**src/eeps_pkg.sv**
```systemverilog
// Shared types and codes for the I2C EEPROM page sequencer.
package eeps_pkg;

  localparam logic [1:0] MODE_READ  = 2'd0;
  localparam logic [1:0] MODE_WRITE = 2'd1;
  localparam logic [1:0] MODE_ERASE = 2'd2;
  localparam logic [1:0] MODE_EVENT = 2'd3;

  localparam logic [3:0] ST_START_SENT   = 4'd0;
  localparam logic [3:0] ST_RESTART_SENT = 4'd1;
  localparam logic [3:0] ST_AW_ACK       = 4'd2;
  localparam logic [3:0] ST_AW_NACK      = 4'd3;
  localparam logic [3:0] ST_DATA_ACK     = 4'd4;
  localparam logic [3:0] ST_AR_ACK       = 4'd5;
  localparam logic [3:0] ST_RX_ACK       = 4'd6;
  localparam logic [3:0] ST_RX_NACK      = 4'd7;

  localparam logic [3:0] CMD_NONE     = 4'd0;
  localparam logic [3:0] CMD_START    = 4'd1;
  localparam logic [3:0] CMD_ADDR_WR  = 4'd2;
  localparam logic [3:0] CMD_ADDR_RD  = 4'd3;
  localparam logic [3:0] CMD_SEND     = 4'd4;
  localparam logic [3:0] CMD_RESTART  = 4'd5;
  localparam logic [3:0] CMD_RX_ACK   = 4'd6;
  localparam logic [3:0] CMD_RX_NACK  = 4'd7;
  localparam logic [3:0] CMD_STOP     = 4'd8;

  localparam logic [1:0] ACC_OK        = 2'd0;
  localparam logic [1:0] ACC_MISALIGN  = 2'd1;
  localparam logic [1:0] ACC_BUSY      = 2'd2;
  localparam logic [1:0] ACC_IDLE_EVT  = 2'd3;

  localparam logic [7:0] ERASE_BYTE   = 8'hFF;
  localparam logic [7:0] PAGE_SIZE_RST = 8'd64;

  typedef struct packed {
    logic [1:0]  mode;
    logic [6:0]  device_addr;
    logic [15:0] page_addr;
    logic [3:0]  bus_status;
    logic [7:0]  rx_byte;
    logic [7:0]  write_byte;
  } in_word_t;

  typedef struct packed {
    logic [1:0] accept_code;
    logic [3:0] bus_command;
    logic [6:0] target_addr;
    logic [7:0] tx_byte;
    logic       write_byte_taken;
    logic       read_valid;
    logic [7:0] read_byte;
    logic [6:0] read_index;
    logic       done_res;
  } out_word_t;

endpackage

```
**src/eeps_if.sv**
```systemverilog
// Valid/ready channel interfaces for request and result words.
interface eeps_in_if;
  logic        valid;
  logic        ready;
  logic [1:0]  mode;
  logic [6:0]  device_addr;
  logic [15:0] page_addr;
  logic [3:0]  bus_status;
  logic [7:0]  rx_byte;
  logic [7:0]  write_byte;

  modport source (output valid, mode, device_addr, page_addr, bus_status, rx_byte,
                  write_byte, input ready);
  modport sink (input valid, mode, device_addr, page_addr, bus_status, rx_byte,
                write_byte, output ready);
endinterface

interface eeps_out_if;
  logic       valid;
  logic       ready;
  logic [1:0] accept_code;
  logic [3:0] bus_command;
  logic [6:0] target_addr;
  logic [7:0] tx_byte;
  logic       write_byte_taken;
  logic       read_valid;
  logic [7:0] read_byte;
  logic [6:0] read_index;
  logic       done_res;

  modport source (output valid, accept_code, bus_command, target_addr, tx_byte,
                  write_byte_taken, read_valid, read_byte, read_index, done_res,
                  input ready);
  modport sink (input valid, accept_code, bus_command, target_addr, tx_byte,
                write_byte_taken, read_valid, read_byte, read_index, done_res,
                output ready);
endinterface

```
**src/i2c_eeprom_page_sequencer.sv**
```systemverilog
// Top level: input register, sequencer core and result register.
// Each word makes a single pass from the input register to the result register.
// Throughput: one word per cycle while the result channel is not stalled.
// A stalled result blocks input once the input register also holds a word.
// Reset (rst_n low, synchronous): idle, counters and addresses zero, page size 64.
module i2c_eeprom_page_sequencer #(
  parameter int MAX_PAGE_BYTES = 128
) (
  input  logic       clk,
  input  logic       rst_n,
  input  logic       cfg_we,
  input  logic [7:0] cfg_wdata,
  eeps_in_if.sink    in_ch,
  eeps_out_if.source out_ch
);
  import eeps_pkg::*;

  logic      in_v_r;
  in_word_t  in_r;
  logic      out_v_r;
  out_word_t res_r;
  out_word_t res;
  logic      adv;
  logic      in_take;

  assign adv         = in_v_r && (!out_v_r || out_ch.ready);
  assign in_ch.ready = !in_v_r || adv;
  assign in_take     = in_ch.valid && in_ch.ready;

  eeps_core #(.MAX_PAGE_BYTES(MAX_PAGE_BYTES)) u_core (
    .clk       (clk),
    .rst_n     (rst_n),
    .cfg_we    (cfg_we),
    .cfg_wdata (cfg_wdata),
    .step_en   (adv),
    .req       (in_r),
    .res       (res)
  );

  always_ff @(posedge clk) begin
    if (!rst_n) begin
      in_v_r  <= 1'b0;
      out_v_r <= 1'b0;
    end else begin
      if (in_ch.ready) in_v_r <= in_ch.valid;
      if (adv) out_v_r <= 1'b1;
      else if (out_ch.ready) out_v_r <= 1'b0;
    end
    if (in_take) begin
      in_r.mode        <= in_ch.mode;
      in_r.device_addr <= in_ch.device_addr;
      in_r.page_addr   <= in_ch.page_addr;
      in_r.bus_status  <= in_ch.bus_status;
      in_r.rx_byte     <= in_ch.rx_byte;
      in_r.write_byte  <= in_ch.write_byte;
    end
    if (adv) res_r <= res;
  end

  assign out_ch.valid            = out_v_r;
  assign out_ch.accept_code      = res_r.accept_code;
  assign out_ch.bus_command      = res_r.bus_command;
  assign out_ch.target_addr      = res_r.target_addr;
  assign out_ch.tx_byte          = res_r.tx_byte;
  assign out_ch.write_byte_taken = res_r.write_byte_taken;
  assign out_ch.read_valid       = res_r.read_valid;
  assign out_ch.read_byte        = res_r.read_byte;
  assign out_ch.read_index       = res_r.read_index;
  assign out_ch.done_res         = res_r.done_res;

endmodule

```
**src/eeps_core.sv**
```systemverilog
// Sequencer state and next-command logic for one word per cycle while step_en is high.
module eeps_core #(
  parameter int MAX_PAGE_BYTES = 128
) (
  input  logic               clk,
  input  logic               rst_n,
  input  logic               cfg_we,
  input  logic [7:0]         cfg_wdata,
  input  logic               step_en,
  input  eeps_pkg::in_word_t req,
  output eeps_pkg::out_word_t res
);
  import eeps_pkg::*;

  typedef enum logic [1:0] {
    OP_IDLE  = 2'd0,
    OP_READ  = 2'd1,
    OP_WRITE = 2'd2,
    OP_ERASE = 2'd3
  } op_t;

  localparam logic [7:0] MaxPage = 8'(MAX_PAGE_BYTES);

  logic [7:0]  page_size_r;
  op_t         op_r, op_nxt;
  logic [8:0]  step_r, step_nxt;
  logic [7:0]  bytes_r, bytes_nxt;
  logic [15:0] addr_r, addr_nxt;
  logic [6:0]  slave_r, slave_nxt;

  logic [7:0]  psz;
  logic [8:0]  psz_p3, psz_p4;
  logic [8:0]  step_inc;
  logic        misaligned, busy;
  out_word_t   r;

  always_comb begin
    psz = page_size_r;
    if (psz == 8'd0) psz = 8'd1;
    if (psz > MaxPage) psz = MaxPage;
  end

  assign psz_p3     = {1'b0, psz} + 9'd3;
  assign psz_p4     = {1'b0, psz} + 9'd4;
  assign step_inc   = step_r + 9'd1;
  assign misaligned = (req.page_addr & {8'h00, psz - 8'd1}) != 16'h0000;
  assign busy       = op_r != OP_IDLE;

  always_comb begin
    op_nxt    = op_r;
    step_nxt  = step_r;
    bytes_nxt = bytes_r;
    addr_nxt  = addr_r;
    slave_nxt = slave_r;
    r = '0;
    if (req.mode != MODE_EVENT) begin
      if (req.mode == MODE_ERASE && busy) begin
        r.accept_code = ACC_BUSY;
      end else if (misaligned) begin
        r.accept_code = ACC_MISALIGN;
      end else if (busy) begin
        r.accept_code = ACC_BUSY;
      end else begin
        unique case (req.mode)
          MODE_READ:  op_nxt = OP_READ;
          MODE_WRITE: op_nxt = OP_WRITE;
          default:    op_nxt = OP_ERASE;
        endcase
        step_nxt      = '0;
        bytes_nxt     = '0;
        addr_nxt      = req.page_addr;
        slave_nxt     = req.device_addr;
        r.bus_command = CMD_START;
      end
    end else if (op_r == OP_IDLE) begin
      r.accept_code = ACC_IDLE_EVT;
    end else if (op_r == OP_READ) begin
      case (req.bus_status)
        ST_START_SENT: begin
          r.bus_command = CMD_ADDR_WR;
          step_nxt = step_inc;
        end
        ST_RESTART_SENT: begin
          r.bus_command = CMD_ADDR_RD;
          step_nxt = step_inc;
        end
        ST_AW_ACK: begin
          r.bus_command = CMD_SEND;
          r.tx_byte = addr_r[15:8];
          step_nxt = step_inc;
        end
        ST_AW_NACK: begin
          r.bus_command = CMD_RESTART;
          step_nxt = '0;
        end
        ST_DATA_ACK: begin
          if (step_r == 9'd2) begin
            r.bus_command = CMD_SEND;
            r.tx_byte = addr_r[7:0];
          end else if (step_r == 9'd3) begin
            r.bus_command = CMD_START;
          end
          step_nxt = step_inc;
        end
        ST_AR_ACK, ST_RX_ACK: begin
          r.bus_command = (step_r >= psz_p4) ? CMD_RX_NACK : CMD_RX_ACK;
          if (req.bus_status == ST_RX_ACK) begin
            r.read_valid = 1'b1;
            r.read_byte  = req.rx_byte;
            r.read_index = bytes_r[6:0];
            bytes_nxt    = bytes_r + 8'd1;
          end
          addr_nxt = addr_r + 16'd1;
          step_nxt = step_inc;
        end
        ST_RX_NACK: begin
          r.bus_command = CMD_STOP;
          r.read_valid  = 1'b1;
          r.read_byte   = req.rx_byte;
          r.read_index  = bytes_r[6:0];
          r.done_res    = 1'b1;
          bytes_nxt     = '0;
          step_nxt      = '0;
          op_nxt        = OP_IDLE;
        end
        default: step_nxt = step_inc;
      endcase
    end else begin
      case (req.bus_status)
        ST_START_SENT: begin
          r.bus_command = CMD_ADDR_WR;
          step_nxt = step_inc;
        end
        ST_AW_ACK: begin
          r.bus_command = CMD_SEND;
          r.tx_byte = addr_r[15:8];
          step_nxt = step_inc;
        end
        ST_AW_NACK: begin
          r.bus_command = CMD_RESTART;
          step_nxt = '0;
        end
        ST_DATA_ACK: begin
          if (step_r == 9'd2) begin
            r.bus_command = CMD_SEND;
            r.tx_byte = addr_r[7:0];
            step_nxt = step_inc;
          end else if (step_r < psz_p3) begin
            r.bus_command = CMD_SEND;
            if (op_r == OP_WRITE) begin
              r.tx_byte = req.write_byte;
              r.write_byte_taken = 1'b1;
            end else begin
              r.tx_byte = ERASE_BYTE;
            end
            addr_nxt = addr_r + 16'd1;
            step_nxt = step_inc;
          end else begin
            r.bus_command = CMD_STOP;
            r.done_res = 1'b1;
            step_nxt = '0;
            op_nxt = OP_IDLE;
          end
        end
        default: step_nxt = step_inc;
      endcase
    end
    if (r.bus_command == CMD_START || r.bus_command == CMD_ADDR_WR ||
        r.bus_command == CMD_ADDR_RD || r.bus_command == CMD_RESTART) begin
      r.target_addr = slave_nxt;
    end
  end

  assign res = r;

  always_ff @(posedge clk) begin
    if (!rst_n) begin
      page_size_r <= PAGE_SIZE_RST;
      op_r        <= OP_IDLE;
      step_r      <= '0;
      bytes_r     <= '0;
      addr_r      <= '0;
      slave_r     <= '0;
    end else begin
      if (cfg_we) page_size_r <= cfg_wdata;
      if (step_en) begin
        op_r    <= op_nxt;
        step_r  <= step_nxt;
        bytes_r <= bytes_nxt;
        addr_r  <= addr_nxt;
        slave_r <= slave_nxt;
      end
    end
  end

endmodule

```
**src/flat_wrapper.sv**
```systemverilog
// flat-port wrapper written by rule: the top's interface ports become plain ports
module i2c_eeprom_page_sequencer_flat import eeps_pkg::*;
#(
  parameter int MAX_PAGE_BYTES = 128
)
  (clk, rst_n, cfg_we, cfg_wdata, in_ch_valid, in_ch_mode, in_ch_device_addr, in_ch_page_addr, in_ch_bus_status, in_ch_rx_byte, in_ch_write_byte, in_ch_ready, out_ch_valid, out_ch_accept_code, out_ch_bus_command, out_ch_target_addr, out_ch_tx_byte, out_ch_write_byte_taken, out_ch_read_valid, out_ch_read_byte, out_ch_read_index, out_ch_done_res, out_ch_ready);
  eeps_in_if in_ch_i ();
  eeps_out_if out_ch_i ();
  input  logic clk;
  input  logic rst_n;
  input  logic cfg_we;
  input  logic [7:0] cfg_wdata;
  input wire logic [$bits(in_ch_i.valid)-1:0] in_ch_valid;
  input wire logic [$bits(in_ch_i.mode)-1:0] in_ch_mode;
  input wire logic [$bits(in_ch_i.device_addr)-1:0] in_ch_device_addr;
  input wire logic [$bits(in_ch_i.page_addr)-1:0] in_ch_page_addr;
  input wire logic [$bits(in_ch_i.bus_status)-1:0] in_ch_bus_status;
  input wire logic [$bits(in_ch_i.rx_byte)-1:0] in_ch_rx_byte;
  input wire logic [$bits(in_ch_i.write_byte)-1:0] in_ch_write_byte;
  output wire logic [$bits(in_ch_i.ready)-1:0] in_ch_ready;
  output wire logic [$bits(out_ch_i.valid)-1:0] out_ch_valid;
  output wire logic [$bits(out_ch_i.accept_code)-1:0] out_ch_accept_code;
  output wire logic [$bits(out_ch_i.bus_command)-1:0] out_ch_bus_command;
  output wire logic [$bits(out_ch_i.target_addr)-1:0] out_ch_target_addr;
  output wire logic [$bits(out_ch_i.tx_byte)-1:0] out_ch_tx_byte;
  output wire logic [$bits(out_ch_i.write_byte_taken)-1:0] out_ch_write_byte_taken;
  output wire logic [$bits(out_ch_i.read_valid)-1:0] out_ch_read_valid;
  output wire logic [$bits(out_ch_i.read_byte)-1:0] out_ch_read_byte;
  output wire logic [$bits(out_ch_i.read_index)-1:0] out_ch_read_index;
  output wire logic [$bits(out_ch_i.done_res)-1:0] out_ch_done_res;
  input wire logic [$bits(out_ch_i.ready)-1:0] out_ch_ready;
  assign in_ch_i.valid = in_ch_valid;
  assign in_ch_i.mode = in_ch_mode;
  assign in_ch_i.device_addr = in_ch_device_addr;
  assign in_ch_i.page_addr = in_ch_page_addr;
  assign in_ch_i.bus_status = in_ch_bus_status;
  assign in_ch_i.rx_byte = in_ch_rx_byte;
  assign in_ch_i.write_byte = in_ch_write_byte;
  assign in_ch_ready = in_ch_i.ready;
  assign out_ch_valid = out_ch_i.valid;
  assign out_ch_accept_code = out_ch_i.accept_code;
  assign out_ch_bus_command = out_ch_i.bus_command;
  assign out_ch_target_addr = out_ch_i.target_addr;
  assign out_ch_tx_byte = out_ch_i.tx_byte;
  assign out_ch_write_byte_taken = out_ch_i.write_byte_taken;
  assign out_ch_read_valid = out_ch_i.read_valid;
  assign out_ch_read_byte = out_ch_i.read_byte;
  assign out_ch_read_index = out_ch_i.read_index;
  assign out_ch_done_res = out_ch_i.done_res;
  assign out_ch_i.ready = out_ch_ready;
  i2c_eeprom_page_sequencer #(.MAX_PAGE_BYTES(MAX_PAGE_BYTES)) u_core (.clk(clk), .rst_n(rst_n), .cfg_we(cfg_we), .cfg_wdata(cfg_wdata), .in_ch(in_ch_i), .out_ch(out_ch_i));
endmodule
```
**config.mk**
```make
export PLATFORM = sky130hd
export DESIGN_NAME = i2c_eeprom_page_sequencer_flat
export DESIGN_NICKNAME = d
export VERILOG_FILES = /design/src/eeps_pkg.sv /design/src/eeps_if.sv /design/src/i2c_eeprom_page_sequencer.sv /design/src/eeps_core.sv /design/src/flat_wrapper.sv
export SDC_FILE = /design/constraint.sdc
export NUM_CORES = 1
export LEC_CHECK = 0
export BUFFER_PORTS_ARGS = -buffer_cell sky130_fd_sc_hd__buf_2
export CAP_MARGIN = 20
export CORE_MARGIN = 2
export CORE_UTILIZATION = 25
export CTS_CLUSTER_DIAMETER = 40
export DETAILED_ROUTE_END_ITERATION = 8
export PLACE_DENSITY_LB_ADDON = 0.2
export REMOVE_ABC_BUFFERS = 1
export SLEW_MARGIN = 20
export SYNTH_ARGS = -nofsm -noshare
export SYNTH_HDL_FRONTEND = slang
export SYNTH_SLANG_ARGS = --single-unit
```
**constraint.sdc**
```tcl
create_clock -name clk -period 4.5 [get_ports clk]
set_input_delay 0.225 -clock clk [delete_from_list [all_inputs] [get_ports clk]]
set_output_delay 0.225 -clock clk [all_outputs]
set_load 0.005 [all_outputs]
```
==> flow_metrics.py, run 1 <==
metrics = {
    "floorplanning": {
        "start_util_pct": 25.5,
        "coreArea_mm2": 0.0270,
        "num_rows": 60,
        "die_y_um": 170,
        "pin_count": 99,
        "die_w_um": 170,
        "die-area_mm2": 0.0289,
    },
    "worst_setup_path": {
        "critical_path_class": "flop to flop",
        "cp-start-kind": "flop",
        "required_ps": 4790,
        "r2r_end": "u_core.u_core.addr_r[1]$_SDFFE_PN0P_",
        "regToRegSetupSlack_ps": 630,
        "r2r_cells": 14,
        "crit_path_max_fanout": 16,
        "r2r-start": "u_core.u_core.page_size_r[0]$_SDFFE_PN0P_",
        "arrival_ps": 4160,
        "end_kind": "flop",
    },
    "drt": {
        "wl_per_cell_um": 16.1,
        "first_pass_iters": 5,
        "drcViolationCount": 0,
        "drt_iter0_drc": 346,
        "via_per_inst": 4.71,
        "num_vias": 5456,
        "drt_wl_total_um": 18600,
        "drt.antenna.violating_nets": 0,
    },
    "yosys": {
        "yosys-top-cells-count": "edfxtp_1, dfxtp_1, nand2_1",
        "ys.flop_type": "edfxtp_1",
        "synth_top_area_share_pct": 36.6,
        "yosys_warnings": 0,
        "avgSynthCellArea_um2": 10.4,
        "synthCells": 662,
        "synth_seq_area_share_pct": 51.4,
        "yosysUniqueCellTypes": 71,
        "synth_area_mm2": 0.00690,
        "synth-edff-count": 84,
        "synth_seq_cells": 135,
        "async_flop_share_pct": 0,
        "synth_most_common_cell": "edfxtp_1",
        "synth_top_area_cell": "edfxtp_1",
        "yosys-top-cells-area": "edfxtp_1, dfxtp_1, ha_1, a21oi_1, nand2_1",
    },
    "cts": {
        "cts_buffers": 17,
        "cts_tree": "yes",
        "cts.sinks": 135,
        "post_cts.repair.setup_buffers": 0,
        "clock_latency_ps": 430,
        "cts.clk_slew.worst_paths_ps": 70,
        "cts_max_level": 4,
        "clk_path_buf_depth": 2,
        "root_buffer": "clkbuf_16",
    },
    "sta": {
        "worst_pin_slew_ps": 945,
        "achievable-frequency_mhz": 258,
        "clock_skew_ps": 16.4,
        "period_share_pct": 86.1,
        "drv_slew": 0,
        "slew_headroom_pct": 36.6,
        "final.min_clock_period_ps": 3870,
        "setup_tns_ps": 0,
        "rsz0062_at_grt": "no",
        "fin_hold_ws_ps": 29.3,
        "finalSetupViolCount": 0,
        "finalHoldViolations": 0,
    },
    "power_and_ir_drop": {
        "power_w": 0.00300,
        "peakVddDrop_mv": 0.217,
        "powerDensity_mw_per_mm2": 343,
        "p_comb_share_pct": 9.6,
        "p_leak_nw": 3.18,
        "swShare_pct": 26.0,
        "power_frac_clock_pct": 44.0,
        "power_frac_seq_pct": 46.4,
        "p_int_w": 0.00222,
        "p_switching_w": 0.000782,
    },
    "placement": {
        "dp_hpwl_um": 12900,
        "portBuffers": 98,
        "gp_congestion": 0.812,
    },
    "cells_and_area": {
        "layout-drive-gt1-share_pct": 19.2,
        "antennaDiodeCount": 0,
        "nFillCells": 2772,
        "final_core_util_pct": 32.5,
        "fin_nets": 894,
        "area_delta_synth_final_pct": 27.1,
    },
    "grt": {
        "grtUsageTotal_pct": 13.2,
        "antenna_found_initial": 0,
        "grt_overflow_total": 0,
        "grt_max_degree": 41,
        "grt_pass1_wl_um": 29500,
        "grt_pass1_vias": 5389,
    },
    "hold_path": {
        "worstHoldStart": "cfg_wdata[6]",
        "min_path_cells": 3,
        "min_path_type": "input port to flop",
        "min_to": "u_core.u_core.page_size_r[6]$_SDFFE_PN1P_",
    },
    "status": {
        "run_status": "finished clean",
    },
    "job": {
        "drv_cap": 0,
    },
}
placed cells by master, fill, tap and decap left out, drive strengths merged, types with 15 or more instances in the layout:
cell,n
a21oi,37
buf,112
nand2b,15
ha,32
nor3,18
dlygate4sd3,45
and2,19
nand3,23
nor2,46
nand2,49
o21ai,42
clkbuf,19
dfxtp,51
inv,26
mux2i,17
edfxtp,84
what timing repair did:
action                                 in CTS  in global routing
hold buffers                               43                  2
endpoints found under the hold margin      43                  2
resized for setup                           0                  0
worst max path at each step:
stage	startpoint	endpoint	slack [ps]
finish	u_core.u_core.page_size_r[0]$_SDFFE_PN0P_	u_core.u_core.addr_r[1]$_SDFFE_PN0P_	630
global route	u_core.u_core.page_size_r[0]$_SDFFE_PN0P_	u_core.u_core.step_r[6]$_SDFFE_PN0P_	180
CTS	u_core.u_core.page_size_r[0]$_SDFFE_PN0P_	u_core.u_core.addr_r[1]$_SDFFE_PN0P_	610
detailed placement	u_core.u_core.page_size_r[0]$_SDFFE_PN0P_	u_core.u_core.addr_r[1]$_SDFFE_PN0P_	630
global placement	u_core.u_core.page_size_r[0]$_SDFFE_PN0P_	u_core.out_ch.target_addr[1]$_SDFFCE_PN0P_	770
floorplan	u_core.u_core.page_size_r[0]$_SDFFE_PN0P_	u_core.u_core.addr_r[11]$_SDFFE_PN0P_	730
power groups by stage:
stage               combinational (W)  sequential [W]  clock, W
CTS                          0.000292         0.00140   0.00136
finish                       0.000288         0.00140   0.00132
floorplan                    0.000149         0.00142         0
global placement             0.000262         0.00142         0
global route                 0.000325         0.00140   0.00141
detailed placement           0.000261         0.00142         0
flip-flops by register name (all words and copies together), names as in the netlist, 4 cells and up:
register and flops:
u_core.out_ch.read_index 7, u_core.u_core.addr_r 16, u_core.u_core.step_r 9, u_core.out_ch.target_addr 7
u_core.u_core.bytes_r 7, u_core.in_r 45, u_core.u_core.slave_r 7, u_core.out_ch.tx_byte 8
u_core.out_ch.read_byte 8, u_core.u_core.page_size_r 8, u_core.out_ch.bus_command 4
metal layers:
| layer | part of all wire (%) | vias to the layer above | global-route usage, % |
|---|---|---|---|
| met1 | 50 | 2561 | 18.1 |
| li1 | - | 2757 | - |
| met5 | 0 | - | 0 |
| met2 | 45 | 132 | 20.8 |
| met3 | 4.1 | 6 | 3.14 |
| met4 | 0.54 | 0 | 3.57 |
logic make-up after synthesis:
kind of cell / count (synthesis) / share of synthesized area, %
adders and majority gates: 32 / 5.80
buffers and inverters: 56 / 3.45
DFF: 135 / 51.4
other: 1 / 0.0543
xor gates and xnor gates: 10 / 1.27
muxes: 17 / 2.47
and+or+nand+nor: 242 / 19.3
AOI/OAI and AO/OA: 169 / 16.3
through the flow:
step / area, um2 / cells / worst slack, ps
5_1_grt: 8770 / 1158 / 184
6_report: 8770 / 1158 / 625
3_5_place_dp: 7770 / 1081 / 634
2_1_floorplan: 6750 / 628 / 732
4_1_cts: 8750 / 1156 / 607
3_3_place_gp: 7770 / 1081 / 766
area by class of cell:
| type | instances | area [um2] | share of cell area [%] |
|---|---|---|---|
| sequential | 135 | 3540 | 40.4 |
| multi-input combinational | 472 | 3120 | 35.6 |
| tap | 341 | 427 | 4.86 |
| inverter | 21 | 78.8 | 0.899 |
| clock inverter | 13 | 110 | 1.26 |
| timing repair buffer | 157 | 1050 | 11.9 |
| clock buffer | 19 | 443 | 5.05 |
critical path, stage by stage (launching register included):
cell and delay [ps]:
dfxtp_1 400, nor4_4 340, a21oi_1 100, or2_2 320, ha_1 280, nor2b_1 210, xnor2_1 100, ha_1 180
or3_1 290, o21ai_0 440, a31oi_1 190, a2bb2oi_2 170, buf_4 220, a2111oi_0 420, a211oi_1 90
(Power assumes the default switching activity.)
==> run 2: changes to the inputs <==
- CORE_ASPECT_RATIO: not set -> 1.75
- TNS_END_PERCENT: not set -> 50
==> run 2 against run 1 <==
  * First-iteration DRC count fell by 1.7%
  * Global-route usage about the same
  * Setup slack better by 21 ps
  * Combinational power is 1% higher
  * Wire length decreased by 0.11%
  * Sequential power is essentially flat
  * Die area rose by 0.18%
  * Final cell count rose by 2.8%
  * Utilization up 0.29 points
  * Non-clock buffer count increased by 4
  * Design area increased by 1.6%
  * Clock power grew 13%
  * Critical path type unchanged
  * Critical endpoint unchanged
  * Highest routed layer unchanged
==> flow_metrics.py, run 2 (synthesis gave the netlist of run 1 again) <==
metrics = {
    "worst_setup_path": {
        "cp-start-kind": "flop",
        "crit_path_max_fanout": 16,
        "required_ps": 4790,
        "end_kind": "flop",
        "arrival_ps": 4140,
        "startpoint": "u_core.u_core.page_size_r[0]$_SDFFE_PN0P_",
        "critical_path_class": "flop to flop",
        "r2r-start": "u_core.u_core.page_size_r[0]$_SDFFE_PN0P_",
    },
    "sta": {
        "clock_skew_ps": 19.9,
        "drv_slew": 0,
        "finalSetupViolCount": 0,
        "rsz0062_at_grt": "no",
        "setup_tns_ps": 0,
        "achievable-frequency_mhz": 260,
        "finalHoldViolations": 0,
        "period_share_pct": 85.6,
        "worst_pin_slew_ps": 997,
        "final.min_clock_period_ps": 3850,
        "slew_headroom_pct": 33.6,
    },
    "cts": {
        "holdBufCountCts": 45,
        "post_cts.repair.setup_buffers": 0,
        "cts.repair.resized": 0,
        "cts.clk_slew.worst_paths_ps": 60,
        "root_buffer": "clkbuf_16",
        "clock_latency_ps": 430,
        "cts_max_level": 4,
        "cts.sinks": 135,
        "cts_buffers": 17,
        "cts_tree": "yes",
        "clk_path_buf_depth": 2,
    },
    "drt": {
        "routed.top_layer": "met4",
        "wl_met1_um": 7810,
        "drt_wl_total_um": 18600,
        "num_vias": 5532,
        "via_per_inst": 4.65,
        "wl_per_cell_um": 15.6,
        "drt_iter0_drc": 340,
        "wl_met3_um": 626,
        "wl_met2_um": 9570,
        "drt.antenna.violating_nets": 0,
        "first_pass_iters": 4,
        "drcViolationCount": 0,
    },
    "placement": {
        "dp_hpwl_um": 13400,
        "portBuffers": 98,
        "gp_congestion": 0.829,
        "placedCellCount": 1112,
    },
    "cells_and_area": {
        "final_cell_count_no_fill": 1190,
        "fin_nets": 898,
        "final_cell_mix": "buf_2, edfxtp_1, dfxtp_1",
        "antennaDiodeCount": 0,
        "final_common_cell": "buf_2",
        "layout-drive-gt1-share_pct": 19.4,
        "largest_reg_flops": 45,
        "area_delta_synth_final_pct": 29.2,
        "top_register": "u_core.in_r",
        "top_regs": "u_core.in_r: 45 flops, u_core.u_core.addr_r: 16 flops, u_core.u_core.step_r: 9 flops",
    },
    "grt": {
        "antenna_found_initial": 0,
        "grt_pass1_vias": 5550,
        "grt_pass1_wl_um": 29600,
        "grtUsageTotal_pct": 13.2,
        "grt_overflow_total": 0,
        "grt_max_degree": 46,
    },
    "hold_path": {
        "worstHoldStart": "cfg_wdata[3]",
        "min_path_type": "input port to flop",
    },
    "floorplanning": {
        "die_y_um": 224,
        "coreArea_mm2": 0.0272,
        "pin_count": 99,
        "die-area_mm2": 0.0290,
        "start_util_pct": 25.3,
        "num_rows": 80,
        "die_w_um": 130,
    },
    "power_and_ir_drop": {
        "power_w": 0.00318,
        "p_leak_nw": 3.23,
        "peakVddDrop_mv": 0.247,
        "powerDensity_mw_per_mm2": 356,
    },
    "job": {
        "drv_cap": 0,
    },
    "status": {
        "run_status": "finished clean",
    },
}
run 2: area by class of cell:
type | instances | area [um2]
clock buffers | 19 | 433
clock inverters | 13 | 195
fillers | 2862 | 18300
inverters | 21 | 78.8
multi-input cells | 472 | 3120
flip-flops and latches | 135 | 3540
well taps | 369 | 462
repair buffers | 161 | 1080
run 2: power breakdown:
| part | internal, W | total (W) | switching [W] |
|---|---|---|---|
| clock | 0.000936 | 0.00149 | 0.000555 |
| sequential | 0.00136 | 0.00140 | 0.0000327 |
| combinational | 0.000130 | 0.000292 | 0.000162 |
| total | 0.00243 | 0.00318 | 0.000749 |
run 2: worst max-delay path: stages (launching register included):
cell and delay [ps]:
dfxtp_1 390, nor4_4 360, a21oi_1 100, or2_2 310, ha_1 290, nor2b_1 200
xnor2_1 100, ha_1 180, or3_1 300, o21ai_0 440, a31oi_1 200, a2bb2oi_2 180
buf_4 220, a2111oi_0 370, a211oi_1 80
run 2: per-layer routing:
metal	global-route usage, %	vias up
met2	22.6	139
met4	6.28	0
li1	-	2763
met3	2.75	30
met5	0	-
met1	15.5	2600
run 2: path summary, 6_finish.rpt:
path / endpoint / slack (ps) / depth (start not counted)
max: u_core.u_core.addr_r[1]$_SDFFE_PN0P_ / 650 / 14
min: u_core.u_core.page_size_r[3]$_SDFFE_PN0P_ / 20 / 3
max reg2reg: u_core.u_core.addr_r[1]$_SDFFE_PN0P_ / 650 / 14
min reg2reg: u_core.u_core.slave_r[1]$_SDFFE_PN0P_ / 450 / 2
run 2: per-stage QoR:
step / hold WS (ps) / instance area, um2 / setup slack (ps) / utilization, %
floorplan: 287 / 6750 / 732 / -
global route: 25.9 / 8910 / 271 / 32.7
finish: 24.5 / 8910 / 646 / 32.7
global placement: 403 / 7830 / 730 / 28.7
CTS: 2.75 / 8900 / 650 / 32.7
detailed placement: 403 / 7830 / 657 / 28.7
==> run 3: changes to the inputs <==
- CORE_MARGIN: 2 -> 5
- REMOVE_ABC_BUFFERS: 1 -> not set
==> run 3 against run 2 <==
  * Clock skew is 10 ps lower
  * Power barely moved
  * Setup slack better by 67 ps
  * Non-clock buffer count increased by 1
  * Critical path depth is 2 lower
  * Flip-flop and latch count is the same
  * Largest cell class unchanged
==> flow_metrics.py, run 3 (synthesis gave the netlist of run 1 again) <==
metrics = {
    "cells_and_area": {
        "fin_nets": 899,
        "final_common_cell": "buf_2",
        "antennaDiodeCount": 0,
        "final_cell_mix": "buf_2, edfxtp_1, dfxtp_1",
        "largest_reg_flops": 45,
        "area_delta_synth_final_pct": 29.4,
        "layout-drive-gt1-share_pct": 19.0,
        "top_regs": "u_core.in_r: 45 flops, u_core.u_core.addr_r: 16 flops, u_core.u_core.step_r: 9 flops",
        "nFillCells": 2833,
        "fin_area_mm2": 0.00893,
        "top_register": "u_core.in_r",
    },
    "cts": {
        "cts.sinks": 135,
        "root_buffer": "clkbuf_16",
        "cts_buffers": 17,
        "clock_latency_ps": 430,
        "post_cts.repair.setup_buffers": 0,
        "cts_tree": "yes",
        "holdBufCountCts": 48,
        "cts.repair.resized": 0,
        "cts.clk_slew.worst_paths_ps": 60,
        "clk_path_buf_depth": 2,
        "cts_max_level": 4,
    },
    "grt": {
        "grt_max_degree": 46,
        "grt_pass1_wl_um": 30300,
        "grt_pass1_vias": 5567,
        "grt_overflow_total": 0,
        "antenna_found_initial": 0,
        "grtUsageTotal_pct": 12.6,
    },
    "job": {
        "drv_cap": 0,
    },
    "status": {
        "run_status": "finished clean",
    },
    "placement": {
        "gp_congestion": 0.790,
        "portBuffers": 98,
        "post-place-ws_ps": 664,
        "place_area_mm2": 0.00782,
        "dp_hpwl_um": 13700,
    },
    "power_and_ir_drop": {
        "power_w": 0.00318,
        "peakVddDrop_mv": 0.267,
        "powerDensity_mw_per_mm2": 356,
        "p_leak_nw": 3.23,
    },
    "floorplanning": {
        "die_y_um": 230,
        "die-area_mm2": 0.0312,
        "coreArea_mm2": 0.0272,
        "num_rows": 80,
        "die_w_um": 136,
        "pin_count": 99,
        "start_util_pct": 25.3,
    },
    "sta": {
        "clock_skew_ps": 9.59,
        "setup_tns_ps": 0,
        "setup_slack_ps": 714,
        "rsz0062_at_grt": "no",
        "fin_hold_ws_ps": 30.7,
        "slew_headroom_pct": 34.7,
        "finalSetupViolCount": 0,
        "achievable-frequency_mhz": 264,
        "period_share_pct": 84.1,
        "final.min_clock_period_ps": 3790,
        "finalHoldViolations": 0,
        "worst_pin_slew_ps": 980,
        "drv_slew": 0,
    },
    "drt": {
        "drt.antenna.violating_nets": 0,
        "wl_per_cell_um": 16.0,
        "drt_wl_total_um": 19100,
        "num_vias": 5606,
        "first_pass_iters": 4,
        "drcViolationCount": 0,
        "drt_iter0_drc": 331,
        "via_per_inst": 4.71,
    },
    "worst_setup_path": {
        "crit_path_max_fanout": 8,
        "cp-start-kind": "flop",
        "arrival_ps": 4080,
        "critical_path_class": "flop to flop",
        "required_ps": 4800,
        "end_kind": "flop",
    },
    "hold_path": {
        "min_path_type": "input port to flop",
    },
}
run 3: changes by cell type in the layout (fill, tap and decap cells not counted):
cell,delta
clkbuf_8,+2
clkinv_1,+2
inv_6,-3
dlygate4sd3_1,+2
buf_4,-1
inv_2,-1
clkinv_4,-1
clkbuf_1,-1
clkinvlp_4,+1
run 3: layout make-up:
class                           count  area (um2)  share of cell area, %
Tap cell                          369         462                   5.17
Multi-Input combinational cell    472        3120                   35.0
Sequential cell                   135        3540                   39.7
Inverter                           21        78.8                  0.883
Clock inverter                     11         171                   1.92
Clock buffer                       20         457                   5.12
Timing Repair Buffer              162        1090                   12.2
run 3: power breakdown:
group	leakage, nW	switching (W)	internal, W
clock network	0.292	0.000540	0.000953
logic	1.71	0.000162	0.000131
registers	1.23	0.0000329	0.00136
total	3.23	0.000735	0.00245
run 3: critical path, cell delays in order (launching register included):
cell,delay (ps)
dfxtp_1,390
nor4_4,340
a21oi_1,100
or2_2,310
ha_1,290
a211o_1,280
o21ai_0,140
o2111ai_1,250
or4_4,610
nor3_4,490
a211oi_1,130
buf_4,210
nor2_1,110
run 3: path summary, 6_finish.rpt:
kind	from	to	slack, ps	depth (start not counted)
worst max-delay path	u_core.u_core.page_size_r[0]$_SDFFE_PN0P_	u_core.out_ch.target_addr[1]$_SDFFCE_PN0P_	710	12
worst min register to register	u_core.u_core.slave_r[5]$_SDFFE_PN0P_	u_core.u_core.slave_r[5]$_SDFFE_PN0P_	450	2
worst min-delay path	cfg_wdata[5]	u_core.u_core.page_size_r[5]$_SDFFE_PN0P_	30	3
worst max register to register	u_core.u_core.page_size_r[0]$_SDFFE_PN0P_	u_core.out_ch.target_addr[1]$_SDFFCE_PN0P_	710	12
run 3: per-layer routing:
metal	wire length, um	up-vias	GRT usage (%)
li1	-	2774	-
met1	7830	2675	14.0
met2	9870	133	22.3
met3	857	24	3.32
met4	518	0	5.33
met5	0	-	0
run 3: stage by stage:
stage | cells | util, %
final | 1190 | 32.8
after global routing | 1190 | 32.8
after CTS | 1190 | 32.8
after detailed placement | 1111 | 28.7
after global placement | 1111 | 28.7
after floorplan | 663 | -
